<file path="config.mk">
export PLATFORM = sky130hd
export DESIGN_NAME = sri_div_cell
export DESIGN_NICKNAME = d
export VERILOG_FILES = /design/src/design/sri_pkg.sv /design/src/design/sri_div_cell.sv
export SDC_FILE = /design/constraint.sdc
export NUM_CORES = 1
export LEC_CHECK = 0
export ABC_AREA = 1
export BUFFER_PORTS_ARGS = -buffer_cell sky130_fd_sc_hd__clkbuf_2
export CAP_MARGIN = 20
export CORE_AREA = 2 2 146 148
export CTS_CLUSTER_SIZE = 16
export DETAILED_ROUTE_END_ITERATION = 16
export DIE_AREA = 0 0 148 150
export PLACE_DENSITY = 0.73
export SLEW_MARGIN = 25
export SYNTH_ARGS = -nofsm -noshare
export SYNTH_HDL_FRONTEND = slang
export SYNTH_SLANG_ARGS = --single-unit
</file>
<file path="constraint.sdc">
create_clock -name clk -period 4.45 [get_ports clk]
set_clock_uncertainty 0.15 [all_clocks]
set_input_delay 0.6675 -clock clk [delete_from_list [all_inputs] [get_ports clk]]
set_output_delay 0.6675 -clock clk [all_outputs]
set_load 0.01 [all_outputs]
</file>
<file path="src/design/sri_pkg.sv">
// Shared constants and types for the Sellmeier refractive index pipeline.
// No dependencies; imported by every module of the block.
package sri_pkg;

  localparam int WAVE_W  = 16;  // wavelength, Q10.6 nm
  localparam int COEF_W  = 32;  // B and C coefficients, Q8.24
  localparam int SQ_W    = 32;  // w*w
  localparam int QA_W    = 19;  // floor(w*w / 15625)
  localparam int YR_W    = 20;  // 64*remainder + rounding offset
  localparam int LSQ_W   = 25;  // squared wavelength, Q1.24 um^2
  localparam int KDIV_W  = 14;  // width of the nm->um scale divisor
  localparam int DIFF_W  = 34;  // signed l2 - c
  localparam int NUM_W   = 61;  // b*l2*16
  localparam int N2_W    = 64;  // signed n2, Q.28
  localparam int RAD_W   = 64;  // sqrt radicand
  localparam int ROOT_W  = 32;  // sqrt root, Q4.28
  localparam int SREM_W  = 34;  // sqrt partial remainder
  localparam int NTERMS  = 3;

  // Reciprocals of 15625: exact for w*w below 2^32 and for 64*r+7812 below 2^20.
  localparam int RECIP_A_SH = 45;
  localparam int RECIP_B_W  = 18;
  localparam int RECIP_B_SH = 31;

  localparam logic [KDIV_W-1:0]    SCALE_DIV   = KDIV_W'(15625);
  localparam logic [SQ_W-1:0]      RECIP_A     = SQ_W'(32'd2251799814);
  localparam logic [RECIP_B_W-1:0] RECIP_B     = RECIP_B_W'(18'd137439);
  localparam logic [YR_W-1:0]      ROUND_ADD   = YR_W'(7812);
  localparam logic [N2_W-1:0]      ONE_Q28     = N2_W'(64'h1000_0000);
  localparam logic [N2_W-1:0]      N2_LIMIT    = N2_W'(64'h10_0000_0000);
  localparam logic [ROOT_W-1:0]    INDEX_SAT   = '1;
  localparam logic [ROOT_W-1:0]    INDEX_ONE   = ROOT_W'(32'h1000_0000);

  typedef logic [2:0] cfg_idx_t;
  localparam cfg_idx_t CFG_B1 = 3'd0;
  localparam cfg_idx_t CFG_B2 = 3'd1;
  localparam cfg_idx_t CFG_B3 = 3'd2;
  localparam cfg_idx_t CFG_C1 = 3'd3;
  localparam cfg_idx_t CFG_C2 = 3'd4;
  localparam cfg_idx_t CFG_C3 = 3'd5;

  // Flags carried alongside the square root cells.
  typedef struct packed {
    logic sat;
    logic clamped;
    logic pole;
  } sri_flags_t;

endpackage

</file>
<file path="src/design/sri_div_cell.sv">
// One restoring long-division step: one quotient bit per cell.
// Depends on sri_pkg for default widths.
module sri_div_cell #(
  parameter int NW = sri_pkg::NUM_W,
  parameter int DW = sri_pkg::COEF_W,
  parameter int SW = 1
) (
  input  logic          clk,
  input  logic          rst_n,
  input  logic          en,
  input  logic          vld_i,
  input  logic [NW-1:0] num_i,
  input  logic [DW-1:0] rem_i,
  input  logic [DW-1:0] div_i,
  input  logic [NW-1:0] quo_i,
  input  logic [SW-1:0] side_i,
  output logic          vld_o,
  output logic [NW-1:0] num_o,
  output logic [DW-1:0] rem_o,
  output logic [DW-1:0] div_o,
  output logic [NW-1:0] quo_o,
  output logic [SW-1:0] side_o
);
  import sri_pkg::*;

  logic          vld_r;
  logic [NW-1:0] num_r, num_nxt, quo_r, quo_nxt;
  logic [DW-1:0] rem_r, rem_nxt, div_r;
  logic [SW-1:0] side_r;
  logic [DW:0]   trial;
  logic [DW:0]   diff;
  logic          ge;

  always_comb begin
    trial   = {rem_i, num_i[NW-1]};
    diff    = trial - {1'b0, div_i};
    ge      = (trial >= {1'b0, div_i});
    rem_nxt = ge ? diff[DW-1:0] : trial[DW-1:0];
    quo_nxt = {quo_i[NW-2:0], ge};
    num_nxt = {num_i[NW-2:0], 1'b0};
  end

  always_ff @(posedge clk) begin
    if (!rst_n) begin
      vld_r <= 1'b0;
    end else if (en) begin
      vld_r <= vld_i;
    end
  end

  always_ff @(posedge clk) begin
    if (en) begin
      num_r  <= num_nxt;
      rem_r  <= rem_nxt;
      div_r  <= div_i;
      quo_r  <= quo_nxt;
      side_r <= side_i;
    end
  end

  assign vld_o  = vld_r;
  assign num_o  = num_r;
  assign rem_o  = rem_r;
  assign div_o  = div_r;
  assign quo_o  = quo_r;
  assign side_o = side_r;
endmodule

</file>
## Yosys cells after proc, flatten, opt, wreduce, memory -nomap -nowiden

Cells that the tools add are included.

- Word-level logic and storage cells: 9
- RAM bits: 0
- Register bits: 187
- Latch bits: 0
- Memories kept: 0
- ROM bits: 0
- Input bits: 191
- Output and inout bits: 188

- Bitwise operators: 0
- Divide/modulo/power cells: 0
- Equal/unequal tests: 0
- $lt $le $gt $ge: 1
- Add/subtract/negate cells: 1
- Reduce and logical (&&, ||, !) cells: 0
- Mux-type cells: 1
- Shifts and indexed selects: 0
- Multiply operators: 0

Operator list:

| operator | count |
|---|---|
| >= comparator 33 x 32 -> 1 bit | 1 |
| 2-to-1 mux 32 bit | 1 |
| subtractor 32 bit | 1 |

## Longest topological paths before layout

- Word-level depth: 2
- Depth in mapped cells: 16

## Worst setup path after synthesis

OpenSTA, ideal clock, no wires.

- Path kind: input to register
- Start: in num_i[60]
- End: reg rem_r[16] (netlist: rem_o[16]) (data pin)
- Slack: 2.018 ns
- Stages on the path: 13
- Setup time: 0.252 ns
- Data arrival time: 2.030 ns
- Cells stage by stage: inv_1 ha_1 fa_1 inv_1 nand3_1 nand3_1 nand2_1 nand3_1 nand3_1 nand2_1 nand2_1 nand3_2 nand2_1

- Cells in the longest elaborated chain, start to end: 2
- Elaborated cells on any way between the ends: 3

Ends and longest elaborated chain:

| element | RTL line | RTL |
|---|---|---|
| start: declaration | sri_div_cell.sv:12 | `input logic [NW-1:0] num_i,` |
| subtractor 32 bit / >= comparator 33 x 32 -> 1 bit (equally long branches) | sri_div_cell.sv:36, sri_div_cell.sv:37 |  |
| 2-to-1 mux 32 bit * | sri_div_cell.sv:38 | `rem_nxt = ge ? diff[DW-1:0] : trial[DW-1:0];` |
| via rem_nxt[16] | sri_div_cell.sv:28 | `logic [DW-1:0] rem_r, rem_nxt, div_r;` |
| end signal: assignment | sri_div_cell.sv:54 | `rem_r <= rem_nxt;` |
| end: declaration | sri_div_cell.sv:28 |  |

Mark *: on every way through the listed nets, which the timed path passes. The rest lies on a longest branch.
A chain may end at the register's enable or synchronous reset.

## Final worst setup path

- Start: in div_i[3]
- End: reg rem_r[9] (netlist: rem_o[9]) (data pin)

- Cells in the longest elaborated chain, start to end: 2
- Elaborated cells on any way between the ends: 3

Ends and longest elaborated chain:

| element | RTL line | RTL |
|---|---|---|
| start: declaration | sri_div_cell.sv:14 | `input logic [DW-1:0] div_i,` |
| subtractor 32 bit / >= comparator 33 x 32 -> 1 bit (equally long branches) | sri_div_cell.sv:36, sri_div_cell.sv:37 |  |
| 2-to-1 mux 32 bit * | sri_div_cell.sv:38 |  |
| via rem_nxt[9] | sri_div_cell.sv:28 |  |

Marks and branches as above.

==> reports/summary.txt <==
outcome - finished, final reports clean
slowest stage cell, crit path - ha_1
Post-DRT Antenna Nets - 0
Sw Share - 0.287
nets - 1,450
Avg Vias per Cell - 4.63
Post-synth EDFFs - 186
CTS tree - yes
H-tree depth - 4
Post-CTS Setup Bufs - 0
DR vias - 7,002
die width - 148 um
Worst Path Required - 4.47 ns
Max Fclk - 365 MHz
Setup violations, final - 0
Distinct cells, synth - 29
first-pass GRT wire length - 35,800 um
CTS max path bufs - 2
Mapped Cells - 839
GRT Overall Usage - 0.211
Crit path top cell by count - nand2_1
sequential share of power - 0.487
Hold Fails Final Rpt - 0
slowest stage delay, CP - 0.37 ns
Die Footprint - 0.0222 mm^2
min Tclk post-route - 2.74 ns
Wirelength per Cell - 15.8 um
vias in the first global route - 6,832
MaxCap Viol Count - 0
Worst Path Buf+Inv - 3
GRT Residual Overflow - 0
dpl ws - 1.25 ns
PwrDens - 386 mW/mm^2
fin area - 0.0115 mm^2
Die Y - 150 um
Area contributors post-synth - edfxtp_1, nand2_1, inv_1, ha_1, nand3_1
crit path capture type - flip-flop
Yosys top cell area share - 0.635
CORE AREA - 0.0207 mm^2
FILL cells - 1,864
Crit Path Max Fanout - 35
asr flop ratio synth - 0
Psw - 1.28 mW
diode count - 0
type of the worst setup path - in -> reg
Comb power frac - 0.179
Root Buffer - clkbuf_16
area taken by multi-input logic gates - 0.00252 mm^2
placer congestion estimate - 0.947
Mean Syn Cell Area - 10.5 um^2
io pins - 379
cts hold-fix bufs - 0
Starting DRT DRC Count - 359
cell with the most instances after synthesis - nand2_1
final worst slack - 1.71 ns
layout cells sized above 1 - 0.350
Slew headroom - 0.658
Clock Sinks - 187
period utilisation layout - 0.615
Synth Cell Area - 0.00879 mm^2
Critical Path AT - 2.76 ns
Startpoint Class - primary input
Seq/Total Area, Yosys - 0.638
Slew Limit Fails - 0
Reg area - 0.00561 mm^2
Clk pwr share - 0.334
warnings from Yosys - 0
Net Count, Synth - 1,063
Post-CTS Resized - 0
Post-Route WL - 24,000 um
RSZ-0062 raised after global routing - false
worst min path class - in -> reg
drt pass-1 iters - 5
#FFs+latches synth - 187
prevailing post-synth register cell - edfxtp_1
Setup TNS - 0 ns
Synth-to-Final Area Change - 31.3%
Leak - 5.84 nW
I/O Buffers - 376
placed inst area - 0.0110 mm^2
Starting Density - 0.425
pin count of the biggest net entering global routing - 96
Clk Latency, worst-skew pair - 0.42 ns
clk slew on worst S/H paths - 0.08 ns
Post-route DRC - 0
dpl hpwl - 19,000 um
Crit path max-delay family - simple AND/OR/NAND/NOR gates
CTS Buf Count - 17
internal power - 3.17 mW
measured slew at the worst slew-check pin - 0.513 ns
Commonest cells post-synth - nand2_1, edfxtp_1, inv_1
CP Cell Sequence - clkbuf_2, inv_1, ha_1, nand2_2, inv_1, nand2_1, nand2_1, nand2_1, nand3_2, nand2_2, nand2_2, nand2_4, nand2_8, nand2_1, nand2_1
num rows - 53
maximum VDD drop - 247 uV
initial antenna violation count - 0
largest area contributor in the netlist - edfxtp_1
worst register-to-register path, cell delays in order, from the launching register on:
cell and delay (ns):
dfxtp_1 0.31, o21ai_0 0.16, a21oi_1 0.06
final timing paths:
check	from	endpoint	slack, ns	depth (start not counted)
worst max-delay path	div_i[3]	rem_o[9]	1.71	15
worst min-delay path	quo_i[16]	quo_o[17]	0.25	1
worst max register to register	vld_o	vld_o	3.64	2
worst min register to register	vld_o	vld_o	0.41	2
flip-flops by register name (all words and copies together), names as in the netlist:
register / cells
rem_o: 32
vld_o: 1
num_o: 60
quo_o: 61
div_o: 32
side_o: 1
power by group through the flow:
| stage | combinational (mW) | sequential [mW] | clock (mW) |
|---|---|---|---|
| after floorplan | 0.334 | 2.30 | 0 |
| after global routing | 0.882 | 2.18 | 1.58 |
| final | 0.796 | 2.17 | 1.49 |
| after global placement | 0.783 | 2.20 | 0 |
| after detailed placement | 0.796 | 2.21 | 0 |
| after CTS | 0.802 | 2.17 | 1.51 |
final cells by class:
class / instances / area share
well taps: 275 / 0.0298
repair buffers: 379 / 0.167
flip-flops and latches: 187 / 0.486
inverters: 151 / 0.0491
clock buffers: 17 / 0.0369
multi-input cells: 490 / 0.219
clock inverters: 14 / 0.0130
layer usage:
metal / GRT usage / share of wire
met1: 0.245 / 0.39
met3: 0.0500 / 0.065
met5: 0 / 0
met4: 0.0933 / 0.033
met2: 0.373 / 0.51
cell usage in the layout (no fill, tap or decap):
cell type / n
nand2_8: 1
buf_4: 2
nor2_2: 3
clkbuf_2: 375
ha_1: 32
nand3b_1: 11
a21oi_1: 22
nor2_1: 34
clkinvlp_4: 2
xnor2_1: 1
inv_6: 1
conb_1: 1
nand3_2: 11
nand2_1: 274
nand4_1: 3
inv_1: 151
edfxtp_1: 186
clkbuf_8: 1
nand2_2: 3
nor2_4: 1
clkinv_8: 2
nor3_1: 6
nand3_1: 56
and2_1: 8
dfxtp_1: 1
o21ai_0: 3
fa_1: 1
nand2_4: 1
a21o_1: 2
buf_12: 1
inv_8: 6
clkbuf_16: 17
clkinv_4: 3
xor2_1: 13
nor3_2: 3
through the flow:
stage / utilization / hold slack (ns) / total power, mW / cells
after floorplan: - / 0.405 / 2.63 / 839
after global placement: 0.530 / 0.379 / 2.98 / 1482
after detailed placement: 0.530 / 0.415 / 3.00 / 1482
after CTS: 0.558 / 0.242 / 4.48 / 1513
after global routing: 0.558 / 0.235 / 4.64 / 1513
final: 0.558 / 0.252 / 4.45 / 1513
cells by family after synthesis:
logic type	share of synthesized area
adder cells (fa/ha/maj)	0.0478
other	0.000427
AO/OA/AOI/OAI	0.0159
AND/OR/NAND/NOR	0.209
XOR/XNOR	0.0139
buffers and inverters	0.0751
flip-flops	0.638
Power figures use the tool's default switching activity.
