### src/design/sri_pkg.sv
// Shared constants and types for the Sellmeier refractive index pipeline.
// No dependencies; imported by every module of the block.
package sri_pkg;

  localparam int WAVE_W  = 16;  // wavelength, Q10.6 nm
  localparam int COEF_W  = 32;  // B and C coefficients, Q8.24
  localparam int SQ_W    = 32;  // w*w
  localparam int QA_W    = 19;  // floor(w*w / 15625)
  localparam int YR_W    = 20;  // 64*remainder + rounding offset
  localparam int LSQ_W   = 25;  // squared wavelength, Q1.24 um^2
  localparam int KDIV_W  = 14;  // width of the nm->um scale divisor
  localparam int DIFF_W  = 34;  // signed l2 - c
  localparam int NUM_W   = 61;  // b*l2*16
  localparam int N2_W    = 64;  // signed n2, Q.28
  localparam int RAD_W   = 64;  // sqrt radicand
  localparam int ROOT_W  = 32;  // sqrt root, Q4.28
  localparam int SREM_W  = 34;  // sqrt partial remainder
  localparam int NTERMS  = 3;

  // Reciprocals of 15625: exact for w*w below 2^32 and for 64*r+7812 below 2^20.
  localparam int RECIP_A_SH = 45;
  localparam int RECIP_B_W  = 18;
  localparam int RECIP_B_SH = 31;

  localparam logic [KDIV_W-1:0]    SCALE_DIV   = KDIV_W'(15625);
  localparam logic [SQ_W-1:0]      RECIP_A     = SQ_W'(32'd2251799814);
  localparam logic [RECIP_B_W-1:0] RECIP_B     = RECIP_B_W'(18'd137439);
  localparam logic [YR_W-1:0]      ROUND_ADD   = YR_W'(7812);
  localparam logic [N2_W-1:0]      ONE_Q28     = N2_W'(64'h1000_0000);
  localparam logic [N2_W-1:0]      N2_LIMIT    = N2_W'(64'h10_0000_0000);
  localparam logic [ROOT_W-1:0]    INDEX_SAT   = '1;
  localparam logic [ROOT_W-1:0]    INDEX_ONE   = ROOT_W'(32'h1000_0000);

  typedef logic [2:0] cfg_idx_t;
  localparam cfg_idx_t CFG_B1 = 3'd0;
  localparam cfg_idx_t CFG_B2 = 3'd1;
  localparam cfg_idx_t CFG_B3 = 3'd2;
  localparam cfg_idx_t CFG_C1 = 3'd3;
  localparam cfg_idx_t CFG_C2 = 3'd4;
  localparam cfg_idx_t CFG_C3 = 3'd5;

  // Flags carried alongside the square root cells.
  typedef struct packed {
    logic sat;
    logic clamped;
    logic pole;
  } sri_flags_t;

endpackage

### src/design/sri_sqrt_cell.sv
// One digit-by-digit square root step: one root bit per cell.
// Depends on sri_pkg for widths and the flag struct.
module sri_sqrt_cell (
  input  logic                       clk,
  input  logic                       rst_n,
  input  logic                       en,
  input  logic                       vld_i,
  input  logic [sri_pkg::RAD_W-1:0]  rad_i,
  input  logic [sri_pkg::SREM_W-1:0] rem_i,
  input  logic [sri_pkg::ROOT_W-1:0] root_i,
  input  sri_pkg::sri_flags_t        flg_i,
  output logic                       vld_o,
  output logic [sri_pkg::RAD_W-1:0]  rad_o,
  output logic [sri_pkg::SREM_W-1:0] rem_o,
  output logic [sri_pkg::ROOT_W-1:0] root_o,
  output sri_pkg::sri_flags_t        flg_o
);
  import sri_pkg::*;

  logic              vld_r;
  logic [RAD_W-1:0]  rad_r;
  logic [SREM_W-1:0] rem_r, rem_nxt;
  logic [ROOT_W-1:0] root_r, root_nxt;
  sri_flags_t        flg_r;
  logic [SREM_W+1:0] cur, trial, diff;
  logic              ge;

  always_comb begin
    cur      = {rem_i, rad_i[RAD_W-1 -: 2]};
    trial    = {2'b00, root_i, 2'b01};
    diff     = cur - trial;
    ge       = (cur >= trial);
    rem_nxt  = ge ? diff[SREM_W-1:0] : cur[SREM_W-1:0];
    root_nxt = {root_i[ROOT_W-2:0], ge};
  end

  always_ff @(posedge clk) begin
    if (!rst_n) begin
      vld_r <= 1'b0;
    end else if (en) begin
      vld_r <= vld_i;
    end
  end

  always_ff @(posedge clk) begin
    if (en) begin
      rad_r  <= {rad_i[RAD_W-3:0], 2'b00};
      rem_r  <= rem_nxt;
      root_r <= root_nxt;
      flg_r  <= flg_i;
    end
  end

  assign vld_o  = vld_r;
  assign rad_o  = rad_r;
  assign rem_o  = rem_r;
  assign root_o = root_r;
  assign flg_o  = flg_r;
endmodule

### config.mk
export PLATFORM = sky130hd
export DESIGN_NAME = sri_sqrt_cell
export DESIGN_NICKNAME = d
export VERILOG_FILES = /design/src/design/sri_pkg.sv /design/src/design/sri_sqrt_cell.sv
export SDC_FILE = /design/constraint.sdc
export NUM_CORES = 1
export LEC_CHECK = 0
export ABC_AREA = 1
export CORE_ASPECT_RATIO = 0.7
export CORE_MARGIN = 4
export CORE_UTILIZATION = 66
export CTS_BUF_LIST = sky130_fd_sc_hd__clkbuf_8
export DETAILED_ROUTE_END_ITERATION = 7
export DONT_BUFFER_PORTS = 1
export GPL_ROUTABILITY_DRIVEN = 0
export PLACE_DENSITY = 0.93
export SYNTH_ARGS = -nofsm -noshare
export SYNTH_HDL_FRONTEND = slang
export SYNTH_SLANG_ARGS = --single-unit
### constraint.sdc
create_clock -name clk -period 2.25 [get_ports clk]
set_input_delay 0.45 -clock clk [delete_from_list [all_inputs] [get_ports clk]]
set_output_delay 0.45 -clock clk [all_outputs]
set_load 0.05 [all_outputs]
# Word-level counts from Yosys, hierarchy flattened
# Index checks and enable logic that the tools add are counted.
[op_classes] add_sub_neg=1 order_cmp=1 n_mux=1
[op_table] operator="36-bit by 34-bit greater-or-equal comparator with 1-bit output" n=1
[op_table] operator="34-bit 2-to-1 mux" n=1
[op_table] operator="34-bit subtractor" n=1
[totals] ff_bits=132 in_bits=137 output_inout_bits=134 elab_cells=10

# Depth between registers and ports, before layout
[logic_depth] ltp_word=2 depth_mapped=16 mapped_depth_nobuf=15

# Worst setup path before layout
# Ideal clock, no wire load.
[synth_timing] path_type="in2reg" from="input root_i[24] (netlist name)" to="register rem_r[25] (netlist: rem_o[25]) (data pin)" setup_ns=0.253 arrival_time_ns=1.819 required_ns=1.997 slack_ns=0.177 path_stages=14 path_buffers=1 cell_sequence="inv_1 > ha_1 > nand2_2 > nor2_2 > nand2_1 > nor2_2 > nand2_1 > a21oi_2 > nor2_2 > nand2_8 > inv_4 > buf_6 > nand2_1 > nand2_1"
[synth_via] elab_chain_cells=2
[synth_rtl] item="start: declaration" line_no="sri_sqrt_cell.sv:10" rtl="input logic [sri_pkg::ROOT_W-1:0] root_i,"
[synth_rtl] item="36-bit by 34-bit greater-or-equal comparator with 1-bit output" line_no="sri_sqrt_cell.sv:32" rtl="ge = (cur >= trial);"
[synth_rtl] item="34-bit 2-to-1 mux" line_no="sri_sqrt_cell.sv:33" rtl="rem_nxt = ge ? diff[SREM_W-1:0] : cur[SREM_W-1:0];"
[synth_rtl] item="named net rem_nxt[25]" line_no="sri_sqrt_cell.sv:22" rtl="logic [SREM_W-1:0] rem_r, rem_nxt;"
[synth_rtl] item="end signal: assignment" line_no="sri_sqrt_cell.sv:48" rtl="rem_r <= rem_nxt;"
[synth_rtl] item="end: declaration" line_no="sri_sqrt_cell.sv:22"
# The timed path passes the listed nets, and every way through them passes these cells.
# A chain may end at the register's enable or synchronous reset.

# Worst setup path in the final report
[layout_timing] from="input root_i[1] (netlist name)" to="register rem_r[31] (netlist: rem_o[31]) (data pin)"
[layout_via] elab_chain_cells=2 elab_cells_between_ends=3 cone_classes="add/sub: 1; order compare: 1; mux: 1"
[layout_rtl] item="34-bit subtractor or 36-bit by 34-bit greater-or-equal comparator with 1-bit output (tied branches)" line_no="sri_sqrt_cell.sv:31, sri_sqrt_cell.sv:32"
[layout_rtl] item="34-bit 2-to-1 mux (*)" line_no="sri_sqrt_cell.sv:33"
[layout_rtl] item="named net rem_nxt[31]" line_no="sri_sqrt_cell.sv:22"
# The timed path passes the listed nets; every way through them passes the cells marked *.

==> PnR_summary.wiki <==
{| class="wikitable"
! Metric !! Value
|-
| HPWL after detailed placement || 13600 um
|-
| Floorplan Core Area || 10400 um^2
|-
| Final design utilization || 74.8%
|-
| Total via count after detailed routing || 5563
|-
| Leakage power figure || 3.70 nW
|-
| Netlist Area Pre-Place || 7040 um^2
|-
| Clock insertion delay at the later pin of the skew report || 450 ps
|-
| Hold path depth || 0
|-
| Max Root-Sink Buffers || 2
|-
| Number of top-level pins || 271
|-
| Last element of the critical path || rem_o[31]
|-
| Final Hold Fails || 0
|-
| Post-CTS setup repair buffer count || 0
|-
| Worst vdd rail ir drop || 0.459 mV
|-
| Wire length per cell after detailed routing || 18.3 um
|-
| Proportion of total power due to net switching || 37.7%
|-
| Slew at the pin closest to its max-slew limit || 514 ps
|-
| Crit. Startpoint || root_i[1]
|-
| Reg2reg end || vld_o
|-
| CTS tree || built
|-
| Slew headroom || 65.8%
|-
| Violated checks || DRC
|-
| Layout overhead on the synthesized area || 10.4%
|-
| Minimum clock period after layout || 1970 ps
|-
| Post-route fraction of the period consumed by the critical path || 87.6%
|-
| Number of distinct standard cells referenced by the synthesized netlist || 26
|-
| Detailed-route DRC error count || 10
|-
| Unrepaired setup endpoints after global routing || false
|-
| First DRT Iteration DRCs || 732
|-
| Die Area || 12400 um^2
|-
| Worst slack after detailed placement || -96.6 ps
|-
| CP Cell Sequence || inv_1, ha_1, nand2_1, nor2_1, nand2_1, nand2_1, nand2_1, nand2_1, nand3_1, nand2_1, nand2_1, nand3_1, nand2_1
|-
| Sequential fraction of the synthesis area || 56.1%
|-
| Top FF cell, synth || sky130_fd_sc_hd__edfxtp_1
|-
| Wire length of the first global-routing pass || 26700 um
|-
| Largest net degree at the start of global routing || 134
|-
| Reported max-cap violation count || 0
|-
| Number of flops mapped to enable cells by yosys || 131
|-
| Logic depth of the worst register-to-register path || 2
|-
| Remaining Overflow, GRT || 0
|-
| Max-slew violation count || 0
|-
| Vias in the first global route || 5274
|-
| Critical path depth || 13
|-
| Yosys warning count || 0
|-
| Reg clk slew, reported paths || 90 ps
|-
| Row cnt || 31
|-
| Comb power frac || 13.4%
|-
| Type of the worst setup path || in -> reg
|-
| N_diodes || 0
|-
| Initial Util || 67.8%
|-
| Internal Power || 0.00430 W
|-
| Worst Clk Skew || 0 ps
|-
| Kind of end point of the critical path || flip-flop
|-
| Data required time at the worst endpoint || 2460 ps
|-
| Post-layout instance count excluding filler cells || 966
|-
| Initial antenna violation count || 0
|-
| Status || complete, but fails checks
|-
| Hold bufs inserted after CTS || 0
|-
| Most common library cell in the layout ignoring fill and taps || sky130_fd_sc_hd__nand2_1
|-
| Path class of the lowest-slack min-delay path || in -> reg
|-
| Per-cell via count in the routed design || 5.76
|-
| CP startpoint kind || input port
|-
| Total placed cells including tap cells || 934
|-
| GRT Total Usage || 27.7%
|-
| Achievable clock frequency || 0.507 GHz
|-
| Total number of clock tree sinks || 132
|-
| Reg-to-reg setup timing slack || 1230 ps
|-
| Startpoint of the worst register-to-register path || vld_o
|-
| Worst-path cell with the longest stage delay || sky130_fd_sc_hd__ha_1
|-
| Total power || 0.00690 W
|-
| Net switching power of the design || 0.00260 W
|-
| Detailed-router iteration count before antenna repair || 8
|-
| Width of the die || 131 um
|-
| Maximum fanout encountered on the critical timing path || 5
|-
| Setup-violating endpoint count in the final report || 0
|-
| Number of flip-flops and latches in the synthesized netlist || 132
|-
| Height of the chip || 94.4 um
|-
| Most used cells in the layout excluding fill and tap cells || 283 x sky130_fd_sc_hd__nand2_1, 140 x sky130_fd_sc_hd__inv_1, 131 x sky130_fd_sc_hd__edfxtp_1
|-
| Sequential share of power || 57.4%
|-
| Crit path DAT || 2180 ps
|-
| Share of final-layout standard cells stronger than drive strength 1 || 9.11%
|-
| Setup TNS after final layout || 0 ps
|-
| Final setup slack of the worst path || 279 ps
|-
| Routed WL || 17700 um
|-
| Post-Syn Area per Cell || 9.01 um^2
|-
| Cell chosen for the clock root || sky130_fd_sc_hd__clkbuf_8
|-
| CTS H-tree depth || 4
|-
| Buffers & Inverters on Critical Path || 1
|-
| Share of flip-flops with an asynchronous set or reset || 0%
|-
| Synthesized netlist cell count || 782
|-
| Count of input and output buffers || 0
|-
| Part of the total power dissipated in the clock network || 29.2%
|-
| Dominant delay contributor by cell family on the critical path || simple AND/OR/NAND/NOR gates
|-
| Total clock buffers created by CTS || 17
|-
| Pwr Density || 887 nW/um^2
|-
| Most frequent CP cell || sky130_fd_sc_hd__nand2_1
|-
| Highest cell delay on the worst timing path || 360 ps
|-
| Number of instances resized during post-cts repair || 0
|-
| Remaining antenna violation count after routing || 0
|-
| Nets || 992
|}
-- layer usage --
layer  up-vias  global-route usage, %  share of wire [%]
li1       2575                      -                  -
met1      2513                   32.5                 36
met2       407                   46.8                 48
met3        68                   11.2                 13
met4         0                   10.1                2.6
met5         -                      0                  0
-- power groups by stage --
| stage | combinational (W) | sequential (W) | clock, W |
|---|---|---|---|
| finish | 0.000925 | 0.00396 | 0.00202 |
| global route | 0.00103 | 0.00398 | 0.00219 |
| CTS | 0.000897 | 0.00397 | 0.00206 |
| detailed placement | 0.000886 | 0.00402 | 0 |
| global placement | 0.000845 | 0.00401 | 0 |
| floorplan | 0.000642 | 0.00397 | 0 |
-- kinds of logic after synthesis --
family                     Yosys count  share of synthesized area, %
AOI/OAI and AO/OA                   44                          3.38
xor gates and xnor gates            18                          2.24
adders and majority gates           34                          6.04
buffers and inverters              149                          8.56
DFF                                132                          56.1
other                                1                        0.0532
and+or+nand+nor                    404                          23.6
-- sequential cells by signal (all words and copies together) (netlist names) --
name and flops:
root_o 32, flg_o 3, rem_o 34, rad_o 62, vld_o 1
-- metrics by stage --
| step | hold slack (ps) | cell area [um^2] |
|---|---|---|
| final | 88.7 | 7780 |
| after global routing | 50.5 | 7780 |
| after CTS | 67.0 | 7780 |
| after detailed placement | 549 | 7370 |
| after global placement | 549 | 7370 |
| after floorplan | 543 | 7050 |
-- worst min path at each step --
stage,startpoint,end
6_report,root_i[4],root_o[5]
4_1_cts,root_i[3],root_o[4]
3_5_place_dp,rad_i[20],rad_o[22]
2_1_floorplan,en,vld_o
3_3_place_gp,rad_i[16],rad_o[18]
5_1_grt,root_i[3],root_o[4]
-- Yosys cell counts, types with 3 or more instances --
| master | count | area (um^2) |
|---|---|---|
| sky130_fd_sc_hd__a21oi_1 | 25 | 125 |
| sky130_fd_sc_hd__buf_4 | 5 | 37.5 |
| sky130_fd_sc_hd__buf_6 | 3 | 33.8 |
| sky130_fd_sc_hd__edfxtp_1 | 131 | 3930 |
| sky130_fd_sc_hd__ha_1 | 34 | 425 |
| sky130_fd_sc_hd__inv_1 | 140 | 526 |
| sky130_fd_sc_hd__nand2_1 | 283 | 1060 |
| sky130_fd_sc_hd__nand2_2 | 5 | 31.3 |
| sky130_fd_sc_hd__nand3_1 | 38 | 190 |
| sky130_fd_sc_hd__nand3b_1 | 4 | 30.0 |
| sky130_fd_sc_hd__nand4_1 | 6 | 37.5 |
| sky130_fd_sc_hd__nor2_1 | 53 | 199 |
| sky130_fd_sc_hd__nor2_2 | 6 | 37.5 |
| sky130_fd_sc_hd__nor3_1 | 3 | 15.0 |
| sky130_fd_sc_hd__o21ai_0 | 13 | 65.1 |
| sky130_fd_sc_hd__o21bai_1 | 4 | 30.0 |
| sky130_fd_sc_hd__xnor2_1 | 3 | 26.3 |
| sky130_fd_sc_hd__xor2_1 | 15 | 131 |
-- final cells by class --
cell class / count / area, um^2
Tap cell: 132 / 165
Fill cell: 678 / 2620
Timing Repair Buffer: 27 / 228
Clock buffer: 17 / 234
Sequential cell: 132 / 3950
Multi-Input combinational cell: 502 / 2490
Clock inverter: 15 / 175
Inverter: 141 / 532
Note: power is estimated with default switching activity, not from simulation.
